--- src/rtl/ccms_pkg.sv ---
// ----------------------------------------------------------------------------
// ccms_pkg: shared types and constants for the chord match grader
// Widths, count limits and the grading constants in fixed point.
// ----------------------------------------------------------------------------
package ccms_pkg;

  // Pitch fields per chord and the note limit.
  localparam int SLOTS     = 4;
  localparam int MAX_NOTES = 4;
  localparam int NOTE_LIM  = (MAX_NOTES < SLOTS) ? MAX_NOTES : SLOTS;

  localparam int PITCH_W = 7;
  localparam int COUNT_W = 3;
  localparam int MASK_W  = 12;
  localparam int GRADE_W = 10;
  // Per-note partial grade, 0.6 times the distance grade (at most 600).
  localparam int PART_W  = 10;
  // Numerator 0.6*A + 400*B, at most 4000.
  localparam int NUM_W   = 12;

  localparam logic [GRADE_W-1:0] GRADE_EXACT = GRADE_W'(1000);
  localparam logic [GRADE_W-1:0] GRADE_CLASS = GRADE_W'(950);
  localparam logic [NUM_W-1:0]   CLASS_WT    = NUM_W'(400);

  // Floor division by three through a reciprocal: (x * 2731) >> 13, exact
  // for every numerator below 4096.
  localparam int DIV3_MUL   = 2731;
  localparam int DIV3_SHIFT = 13;

  // What one lane reports about its played note.
  typedef struct packed {
    logic [PART_W-1:0] part;   // 0.6 times the distance grade
    logic              exact;  // nearest distance is zero, or lane unused
    logic              hit;    // pitch class is in the event mask
  } lane_res_t;

endpackage

--- src/rtl/chord_match_score.sv ---
// ----------------------------------------------------------------------------
// chord_match_score: grades a played chord against one score event
// Four note lanes feed a merge stage; one item per cycle while the output is not stalled.
// ----------------------------------------------------------------------------
// Each transfer on the input channel yields exactly one result, held in the
// lane stage, then the output register. A new item is taken every cycle: the
// lane stage and the output register each hold one item, so the block keeps
// accepting while a finished result waits, and stalls its input only when
// both stages are full. The first stage holds four parallel lanes (one per
// played note), the second sums their reports and divides by the note count.
// ----------------------------------------------------------------------------
module chord_match_score (
  input  logic                         clk,
  input  logic                         rst_n,
  input  logic                         in_valid,
  output logic                         in_stall,
  input  logic [ccms_pkg::PITCH_W-1:0] in_played_pitch_0,
  input  logic [ccms_pkg::PITCH_W-1:0] in_played_pitch_1,
  input  logic [ccms_pkg::PITCH_W-1:0] in_played_pitch_2,
  input  logic [ccms_pkg::PITCH_W-1:0] in_played_pitch_3,
  input  logic [ccms_pkg::COUNT_W-1:0] in_played_count,
  input  logic [ccms_pkg::PITCH_W-1:0] in_score_pitch_0,
  input  logic [ccms_pkg::PITCH_W-1:0] in_score_pitch_1,
  input  logic [ccms_pkg::PITCH_W-1:0] in_score_pitch_2,
  input  logic [ccms_pkg::PITCH_W-1:0] in_score_pitch_3,
  input  logic [ccms_pkg::COUNT_W-1:0] in_score_count,
  input  logic [ccms_pkg::MASK_W-1:0]  in_score_class_mask,
  input  logic                         in_event_valid,
  output logic                         out_valid,
  input  logic                         out_stall,
  output logic [ccms_pkg::GRADE_W-1:0] out_match_grade,
  output logic                         out_no_event
);

  logic [ccms_pkg::PITCH_W-1:0] played [ccms_pkg::SLOTS];
  logic [ccms_pkg::PITCH_W-1:0] score  [ccms_pkg::SLOTS];
  logic [ccms_pkg::COUNT_W-1:0] np_clamp;
  logic [ccms_pkg::COUNT_W-1:0] ns_clamp;
  ccms_pkg::lane_res_t          lane_res [ccms_pkg::SLOTS];

  logic                         s1_valid_r;
  ccms_pkg::lane_res_t          lane_res_r [ccms_pkg::SLOTS];
  logic [ccms_pkg::COUNT_W-1:0] np_r;
  logic                         evt_r;

  logic                         out_valid_r;
  logic [ccms_pkg::GRADE_W-1:0] grade_r;
  logic                         no_event_r;
  logic [ccms_pkg::GRADE_W-1:0] grade_nxt;
  logic                         no_event_nxt;

  logic                         out_en;
  logic                         s1_en;

  assign played[0] = in_played_pitch_0;
  assign played[1] = in_played_pitch_1;
  assign played[2] = in_played_pitch_2;
  assign played[3] = in_played_pitch_3;
  assign score[0]  = in_score_pitch_0;
  assign score[1]  = in_score_pitch_1;
  assign score[2]  = in_score_pitch_2;
  assign score[3]  = in_score_pitch_3;

  // Counts above the note limit saturate; extra notes are dropped.
  assign np_clamp = (in_played_count > ccms_pkg::COUNT_W'(ccms_pkg::NOTE_LIM))
                  ? ccms_pkg::COUNT_W'(ccms_pkg::NOTE_LIM) : in_played_count;
  assign ns_clamp = (in_score_count > ccms_pkg::COUNT_W'(ccms_pkg::NOTE_LIM))
                  ? ccms_pkg::COUNT_W'(ccms_pkg::NOTE_LIM) : in_score_count;

  // One lane per played note.
  for (genvar i = 0; i < ccms_pkg::SLOTS; i++) begin : g_lane
    ccms_lane u_lane (
      .played_pitch (played[i]),
      .active       (ccms_pkg::COUNT_W'(i) < np_clamp),
      .score_pitch  (score),
      .score_count  (ns_clamp),
      .class_mask   (in_score_class_mask),
      .res          (lane_res[i])
    );
  end

  // Stage enables: a stage moves when it is empty or its successor moves.
  assign out_en   = !out_valid_r || !out_stall;
  assign s1_en    = !s1_valid_r || out_en;
  assign in_stall = !s1_en;

  // Lane stage registers.
  always_ff @(posedge clk) begin
    if (!rst_n) begin
      s1_valid_r <= 1'b0;
    end else if (s1_en) begin
      s1_valid_r <= in_valid;
    end
  end

  always_ff @(posedge clk) begin
    if (s1_en && in_valid) begin
      lane_res_r <= lane_res;
      np_r       <= np_clamp;
      evt_r      <= in_event_valid;
    end
  end

  // Merge of the lane reports.
  ccms_merge u_merge (
    .lanes        (lane_res_r),
    .played_count (np_r),
    .event_valid  (evt_r),
    .match_grade  (grade_nxt),
    .no_event     (no_event_nxt)
  );

  // Output register.
  always_ff @(posedge clk) begin
    if (!rst_n) begin
      out_valid_r <= 1'b0;
    end else if (out_en) begin
      out_valid_r <= s1_valid_r;
    end
  end

  always_ff @(posedge clk) begin
    if (out_en && s1_valid_r) begin
      grade_r    <= grade_nxt;
      no_event_r <= no_event_nxt;
    end
  end

  assign out_valid       = out_valid_r;
  assign out_match_grade = grade_r;
  assign out_no_event    = no_event_r;

endmodule

--- src/rtl/ccms_lane.sv ---
// ----------------------------------------------------------------------------
// ccms_lane: grades one played note against the score event
// Finds the nearest score pitch, maps the distance to a partial grade and
// tests the note's pitch class against the event mask.
// ----------------------------------------------------------------------------
module ccms_lane (
  input  logic [ccms_pkg::PITCH_W-1:0] played_pitch,
  input  logic                         active,
  input  logic [ccms_pkg::PITCH_W-1:0] score_pitch [ccms_pkg::SLOTS],
  input  logic [ccms_pkg::COUNT_W-1:0] score_count,
  input  logic [ccms_pkg::MASK_W-1:0]  class_mask,
  output ccms_pkg::lane_res_t          res
);

  // Distance grade scaled by 0.6: 0, 1, 2, 3 map to 600, 540, 480, 360.
  function automatic logic [ccms_pkg::PART_W-1:0] dist_part(
    input logic [ccms_pkg::PITCH_W:0] d
  );
    logic [ccms_pkg::PART_W-1:0] p;
    begin
      case (d)
        8'd0:    p = ccms_pkg::PART_W'(600);
        8'd1:    p = ccms_pkg::PART_W'(540);
        8'd2:    p = ccms_pkg::PART_W'(480);
        8'd3:    p = ccms_pkg::PART_W'(360);
        default: p = '0;
      endcase
      return p;
    end
  endfunction

  logic [ccms_pkg::PITCH_W:0]   pdist [ccms_pkg::SLOTS];
  logic [ccms_pkg::PITCH_W:0]   best;
  logic                         found;
  logic [3:0]                   quot12;
  logic [12:0]                  prod12;
  logic [ccms_pkg::PITCH_W-1:0] q_times12;
  logic [ccms_pkg::PITCH_W-1:0] rem12;

  // Distance to each valid score pitch; unused slots read as the maximum.
  always_comb begin
    for (int j = 0; j < ccms_pkg::SLOTS; j++) begin
      if (ccms_pkg::COUNT_W'(j) < score_count) begin
        pdist[j] = (played_pitch > score_pitch[j])
                 ? {1'b0, played_pitch - score_pitch[j]}
                 : {1'b0, score_pitch[j] - played_pitch};
      end else begin
        pdist[j] = '1;
      end
    end
  end

  // Running minimum over the score slots.
  always_comb begin
    best = pdist[0];
    for (int j = 1; j < ccms_pkg::SLOTS; j++) begin
      if (pdist[j] < best) begin
        best = pdist[j];
      end
    end
  end

  assign found = (score_count != '0);

  // Pitch class: pitch mod 12, with the quotient taken as (p * 43) >> 9.
  assign prod12    = 13'(played_pitch) * 13'd43;
  assign quot12    = prod12[12:9];
  assign q_times12 = {quot12, 3'b000} + {1'b0, quot12, 2'b00};
  assign rem12     = played_pitch - q_times12;

  // An unused lane adds nothing and does not spoil the exact-match test.
  always_comb begin
    if (active) begin
      res.part  = found ? dist_part(best) : '0;
      res.exact = found && (best == '0);
      res.hit   = class_mask[rem12[3:0]];
    end else begin
      res.part  = '0;
      res.exact = 1'b1;
      res.hit   = 1'b0;
    end
  end

endmodule

--- src/rtl/ccms_merge.sv ---
// ----------------------------------------------------------------------------
// ccms_merge: combines the lane reports into the match grade
// Sums the partial grades and class hits, then picks a zero grade (no event or
// no notes) or the exact, class or averaged grade, dividing by the note count.
// ----------------------------------------------------------------------------
module ccms_merge (
  input  ccms_pkg::lane_res_t           lanes [ccms_pkg::SLOTS],
  input  logic [ccms_pkg::COUNT_W-1:0]  played_count,
  input  logic                          event_valid,
  output logic [ccms_pkg::GRADE_W-1:0]  match_grade,
  output logic                          no_event
);

  logic [ccms_pkg::NUM_W-1:0]   part_sum;
  logic [ccms_pkg::COUNT_W-1:0] hit_cnt;
  logic                         all_exact;
  logic [ccms_pkg::NUM_W-1:0]   numer;
  logic [2*ccms_pkg::NUM_W-1:0] div3_prod;
  logic [ccms_pkg::NUM_W-1:0]   quot;

  // Reduce the lanes.
  always_comb begin
    part_sum  = '0;
    hit_cnt   = '0;
    all_exact = 1'b1;
    for (int i = 0; i < ccms_pkg::SLOTS; i++) begin
      part_sum  = part_sum + ccms_pkg::NUM_W'(lanes[i].part);
      hit_cnt   = hit_cnt + ccms_pkg::COUNT_W'(lanes[i].hit);
      all_exact = all_exact & lanes[i].exact;
    end
  end

  assign numer     = part_sum + ccms_pkg::NUM_W'(hit_cnt) * ccms_pkg::CLASS_WT;
  assign div3_prod = (2*ccms_pkg::NUM_W)'(numer)
                   * (2*ccms_pkg::NUM_W)'(ccms_pkg::DIV3_MUL);

  // Divide the numerator by the note count (one to four).
  always_comb begin
    case (played_count)
      3'd2:    quot = numer >> 1;
      3'd3:    quot = ccms_pkg::NUM_W'(div3_prod >> ccms_pkg::DIV3_SHIFT);
      3'd4:    quot = numer >> 2;
      default: quot = numer;
    endcase
  end

  // Final selection between the special cases and the averaged grade.
  always_comb begin
    no_event = 1'b0;
    if (!event_valid) begin
      match_grade = '0;
      no_event    = 1'b1;
    end else if (played_count == '0) begin
      match_grade = '0;
    end else if (all_exact) begin
      match_grade = ccms_pkg::GRADE_EXACT;
    end else if (hit_cnt == played_count) begin
      match_grade = ccms_pkg::GRADE_CLASS;
    end else begin
      match_grade = quot[ccms_pkg::GRADE_W-1:0];
    end
  end

endmodule

--- config.mk ---
export PLATFORM = sky130hd
export DESIGN_NAME = chord_match_score
export DESIGN_NICKNAME = d
export VERILOG_FILES = /design/src/rtl/ccms_pkg.sv /design/src/rtl/chord_match_score.sv /design/src/rtl/ccms_lane.sv /design/src/rtl/ccms_merge.sv
export SDC_FILE = /design/constraint.sdc
export NUM_CORES = 1
export LEC_CHECK = 0
export BUFFER_PORTS_ARGS = -buffer_cell sky130_fd_sc_hd__buf_2
export CORE_MARGIN = 1
export CORE_UTILIZATION = 60
export DETAILED_ROUTE_END_ITERATION = 8
export PLACE_DENSITY = 0.82
export SYNTH_ARGS = -nofsm -noshare
export SYNTH_HDL_FRONTEND = slang
export SYNTH_SLANG_ARGS = --single-unit
--- constraint.sdc ---
create_clock -name clk -period 10.3 [get_ports clk]
set_clock_uncertainty 0.05 [all_clocks]
set_input_delay 2.06 -clock clk [delete_from_list [all_inputs] [get_ports clk]]
set_output_delay 2.06 -clock clk [all_outputs]
set_load 0.02 [all_outputs]
* Word-level counts from Yosys, hierarchy flattened
Index checks and enable logic that the tools add are counted.
** Storage, ports and cells
- Logic and storage cells :: 222
- Memory bits (writable) :: 0
- ROM bits :: 0
- Latch bits :: 0
- Output and inout bits :: 13
- Register bits :: 65
- Memories :: 0
** Cells by class
- $add $sub $neg :: 47
- $lt $le $gt $ge :: 42
- Shift-type cells :: 0
- Reductions and logical operators :: 25
- Div/mod/pow operators :: 0
- Eq/ne operators :: 16
- Muxes and demuxes :: 62
- $mul :: 6
- Bitwise operators :: 4
** Operator list (number)
- $mux 8 :: 28
- $sub 7x7->7 :: 32
- $pmux 10 s4 :: 4
- $gt 7x7->1 :: 16
- $mux 7 :: 16
- $lt 8x8->1 :: 12
- $eq 8x2->1 const B :: 8
- $mul 7x6->11 const B :: 4
- $eq 8x1->1 const B :: 4
- $logic_not 8->1 :: 4
- $pmux 10 s3 :: 1
- $add 12x10->12 :: 2
- $mul 12x12->23 const B :: 1
- $lt 4x5->1 const B :: 4
- $mux 10 :: 2
- $add 4x4->4 :: 4
- $bmux 1 s4 :: 4
- $sub 4x4->4 :: 4
- $add 12x12->12 :: 1
- $lt 1x3->1 const A :: 4
- $lt 2x3->1 const A :: 4
- $add 10x10->11 :: 1
- $mul 3x5->8 const B :: 1
- $reduce_and 2->1 :: 4
- other kinds (18) :: 37

* Longest topological paths before layout
- Depth in word-level cells :: 12
- Mapped depth :: 42
- Depth with buffers taken out :: 38

* Modules after synthesis
From an unflattened synthesis, not the netlist that was laid out.
** Unflattened totals
- Cells, all modules :: 2865
- Area total of the unflattened synthesis :: 23727.8 um^2
** Modules (own cells, without submodules)
- ccms_lane at g_lane[0].u_lane ... :: cells an instance 604, instances 2, area each 4494.3 um^2
- ccms_lane at g_lane[3].u_lane :: cells an instance 551, instances 1, area each 4352.9 um^2
- ccms_merge :: cells an instance 496, instances 1, area each 4256.6 um^2
- ccms_lane at g_lane[2].u_lane :: cells an instance 530, instances 1, area each 4095.2 um^2
- chord_match_score :: cells an instance 80, instances 1, area each 2034.5 um^2

* Worst setup path before layout
No wires, ideal clock.
- Kind :: input to register
- From :: input port in_played_pitch_3[1] (netlist name)
- To :: register lane_res_r[4] (netlist name), data pin
- Arrival :: 9.502 ns
- Stages on the path :: 40
- Slack :: 0.491 ns
- Library setup time :: 0.256 ns
- Required time :: 9.994 ns
- Cell sequence :: inv_1 > ha_1 > and2b_1 > o211ai_2 > and3_4 > buf_6 > or3_1 > buf_6 > mux2_4 > a31oi_1 > or3_1 > and2_2 > nor2_1 > ha_1 > a211oi_1 > o21ai_0 > o21ai_0 > nor2_1 > [... 4 more ...] > nand4_1 > o21bai_1 > or3_1 > nor2_1 > a31oi_1 > buf_2 > nand4b_1 > o311ai_0 > or2_2 > ha_1 > a21o_1 > a21oi_1 > inv_1 > a2111oi_0 > a31oi_1 > and2_2 > o21ai_0 > o21ai_1
** Between the ends
- Cells in the longest elaborated chain, start to end :: 11
- Elaborated cells between the ends (all ways) :: 31
- Those cells by class :: 8 x add/sub; 7 x order compare; 3 x eq/ne; 12 x mux; 1 x reduce/logical
** RTL lines
- start, declared :: line chord_match_score.sv:20 : input logic [ccms_pkg::PITCH_W-1:0] in_played_pitch_3,
- $sub 7x7->7 (tied with other cells) :: line ccms_lane.sv:46 : : {1'b0, score_pitch[j] - played_pitch};
- $mux 7 :: line ccms_lane.sv:45 : ? {1'b0, played_pitch - score_pitch[j]}
- $mux 8 :: line ccms_lane.sv:43 : if (ccms_pkg::COUNT_W'(j) < score_count) begin
- $lt 8x8->1 :: line ccms_lane.sv:57 : if (pdist[j] < best) begin
- $mux 8 :: line ccms_lane.sv:57
- $lt 8x8->1 :: line ccms_lane.sv:57
- $mux 8 :: line ccms_lane.sv:57
- $lt 8x8->1 :: line ccms_lane.sv:57
- $mux 8 (*) :: line ccms_lane.sv:57
- $eq 8x2->1 (tied with other cells) :: line ccms_lane.sv:21 : case (d)
- $pmux 10 s4 (*) :: line ccms_lane.sv:21
- end signal, assigned :: line chord_match_score.sv:98 : lane_res_r <= lane_res;
- end, declared :: line chord_match_score.sv:42 : ccms_pkg::lane_res_t lane_res_r [ccms_pkg::SLOTS];
Every way passes the cells marked *; elsewhere a longest branch is shown, timed or not.
A chain may end at the register's enable or synchronous reset.

* Worst setup path after layout
- From :: input port in_score_pitch_0[6] (netlist name)
- To :: register lane_res_r[25] (netlist name), data pin
** Between the ends
- Cells in the longest elaborated chain, start to end :: 11
- Elaborated cells between the ends (all ways) :: 13
- Those cells by class :: 2 x add/sub; 4 x order compare; 5 x mux; 2 x reduce/logical
** RTL lines
- start, declared :: line chord_match_score.sv:22 : input logic [ccms_pkg::PITCH_W-1:0] in_score_pitch_0,
- $sub 7x7->7 (tied with other cells) :: line ccms_lane.sv:46
- $mux 7 (*) :: line ccms_lane.sv:45
- $mux 8 (*) :: line ccms_lane.sv:43
- $lt 8x8->1 :: line ccms_lane.sv:57
- $mux 8 (*) :: line ccms_lane.sv:57
- $lt 8x8->1 :: line ccms_lane.sv:57
- $mux 8 (*) :: line ccms_lane.sv:57
- $lt 8x8->1 :: line ccms_lane.sv:57
- $mux 8 (*) :: line ccms_lane.sv:57
- $logic_not 8->1 (*) :: line ccms_lane.sv:75 : res.exact = found && (best == '0);
- $logic_and 1x1->1 (*) :: line ccms_lane.sv:75
Marks and branches as above.

==> metrics <==
Worst Path Class, Setup primary input to register; H-tree Lvls 2; Inserted Clock Buffers 5; EDFF count, synth 47; Max Freq 0.101 GHz; syn_area_per_cell 8.10 sq um; Yosys cell types 113; Worst setup endpoint lane_res_r[25]; DR vias 22600; r2r setup slk 1680 ps; Cells after DPL 3366; Synth top cells by count ha_1 (487), inv_1 (325), nand2_1 (186); yosys warns 0; FF-to-FF Start lane_res_r[28]; All-Layer GR Usage 41.6%; Overflow after GRT 0; synthesized flop and latch total 49; Longest Clk Path Bufs 2; GR Layer Usage met3 6.80%; WP data arrival 9940 ps; overall routed net length 80300 um; layout cells sized above 1 13.1%; max cap viols 0; clk_lat worst skew 300 ps; # nets final 3580; Die X 195 um; CTS tree yes; Detailed Routing Iterations Pass 1 6; Mapped Area 22300 sq um; crit end category register; initial antenna violation count 0; FF+latch area 1450 sq um; IO Pins 92; vias in the first global route 22100; multi-input logic area 19500 sq um; Initial Util 61.0%; area of the die 37900 sq um; Max stage delay on crit path 430 ps; slowest CP cell o32ai_2; Max Slew Vio Count 0; Post-Syn Instances 2750; core area 36500 sq um; Layout area overhead 9.76%; DRC Markers 0; hpwl dp 65300 um; Worst Hold Class register to register; initial drt markers 1981; fillers 3079; post-cts hold buffer count 0; CP startpoint kind primary input; Top Family by Delay on Critical Path compound AO/OA/AOI/OAI gates; R2R depth 34; Die Height 195 um; CTS Root Cell clkbuf_16; setup ws final 350 ps; Hold Vio Cnt, Final 0; Synth Net Count 3417; CP Launch Point in_score_pitch_0[6]; met1 usage 50.4%; DP Worst Slack -311 ps; Worst path depth 37; largest net degree at the start of global routing 41; clk sinks 49; sequential-to-total area share from yosys stat 6.52%; Core Rows 70; status complete, no violations; final setup TNS 0 ps; first-pass GRT wire length 122000 um; main area contributors after synthesis ha_1 (27%), fa_1 (9.1%), edfxtp_1 (6.3%); Antenna Nets Post-Route 0; Buffers & Inverters on Critical Path 3; clock-pin slew on the worst setup and hold paths 70 ps; RePlAce Congestion 1.06; final setup vio count 0; crit share post-route 96.6%; FF-to-FF End out_match_grade[9]; most used cell, CP ha_1; Synth Flop Type edfxtp_1; top-count cell post-synth ha_1; fin crit period 9950 ps; critical path fanouts, max 7; routing usage on met2 68.0%; leading area contributor after synthesis ha_1; GRT Max-Usage Layer met2; IO buf count 91; worst-margin pin slew 1200 ps; Final Instance Count excl. Fillers 3383; routed wire length per instance 23.7 um; CP required 10290 ps; detailed-route vias per instance 6.67; Async SR Flop Fraction 0%; Slew HR 19.8%; post-synth top area share 27.4%
tightest hold or removal path, cell delays in order (launching register included):
cell     delay [ps]
dfxtp_1         350
a21oi_1          60
nor2b_1          90
cells in the final DEF, fill, tap and decap left out, drive strengths merged, types with 14 or more instances in the layout:
master / n
a31oi: 26
mux2: 16
nand4: 43
a21oi: 152
or3: 27
and2: 48
a21o: 76
o211ai: 49
a211oi: 40
mux2i: 49
edfxtp: 47
fa: 101
o21a: 36
nor2b: 54
nand2: 186
o21ai: 147
and3: 21
inv: 324
ha: 487
nand2b: 33
or2: 28
buf: 225
a311oi: 14
xnor2: 71
xor2: 36
nor4: 15
nand3: 52
o21bai: 14
nor2: 162
nor3: 66
metrics by stage:
step                instance area [sq um]  util (%)  hold WS [ps]
global route                        24400      66.9           506
floorplan                           22300         -           416
CTS                                 24100      66.1           486
finish                              24400      66.9           482
detailed placement                  23900      65.6           468
global placement                    23900      65.6           438
worst min path at each step:
stage	startpoint	end	slack [ps]	depth (start not counted)
after detailed placement	s1_valid_r	out_valid	470	2
final	s1_valid_r	out_valid	480	2
after floorplan	s1_valid_r	out_valid	420	2
after global routing	s1_valid_r	out_valid	510	2
after CTS	s1_valid_r	out_valid	490	2
after global placement	s1_valid_r	out_valid	440	2
state kept, by name, indices dropped and copies added (netlist names):
signal and cells:
lane_res_r 32, s1_valid_r 1, out_match_grade 10, out_valid 1, out_no_event 1, evt_r 1
np_r 3
layout make-up:
class,instances,area share [%]
inverter,326,5.04
clock buffer,5,0.512
antenna,1,0.0102
clock inverter,3,0.179
timing repair buffer,226,6.07
sequential,49,5.94
tap,468,2.40
multi-input combinational,2305,79.9
metal layers:
layer / vias up / share of wire (%)
met1: 10600 / 38
met4: 0 / 7.5
met2: 1267 / 44
met3: 344 / 10
met5: - / 0
li1: 10300 / -
what timing repair did:
item                                    CTS  global route
setup buffers                             3             5
resized for setup                         2            60
pin swaps                                 0            10
endpoints found under the setup margin    1            28
kinds of logic after synthesis:
family | count (synthesis) | share of synthesized area, %
mux | 77 | 4.32
buf+inv | 396 | 7.04
compound gates | 736 | 22.9
flops | 49 | 6.52
simple gates | 797 | 18.6
xor+xnor | 107 | 4.21
fa+ha+maj | 588 | 36.5
Power is left out: the tool's default activity adds up to more than one toggle a clock period on the data nets, which glitch-free logic cannot reach.
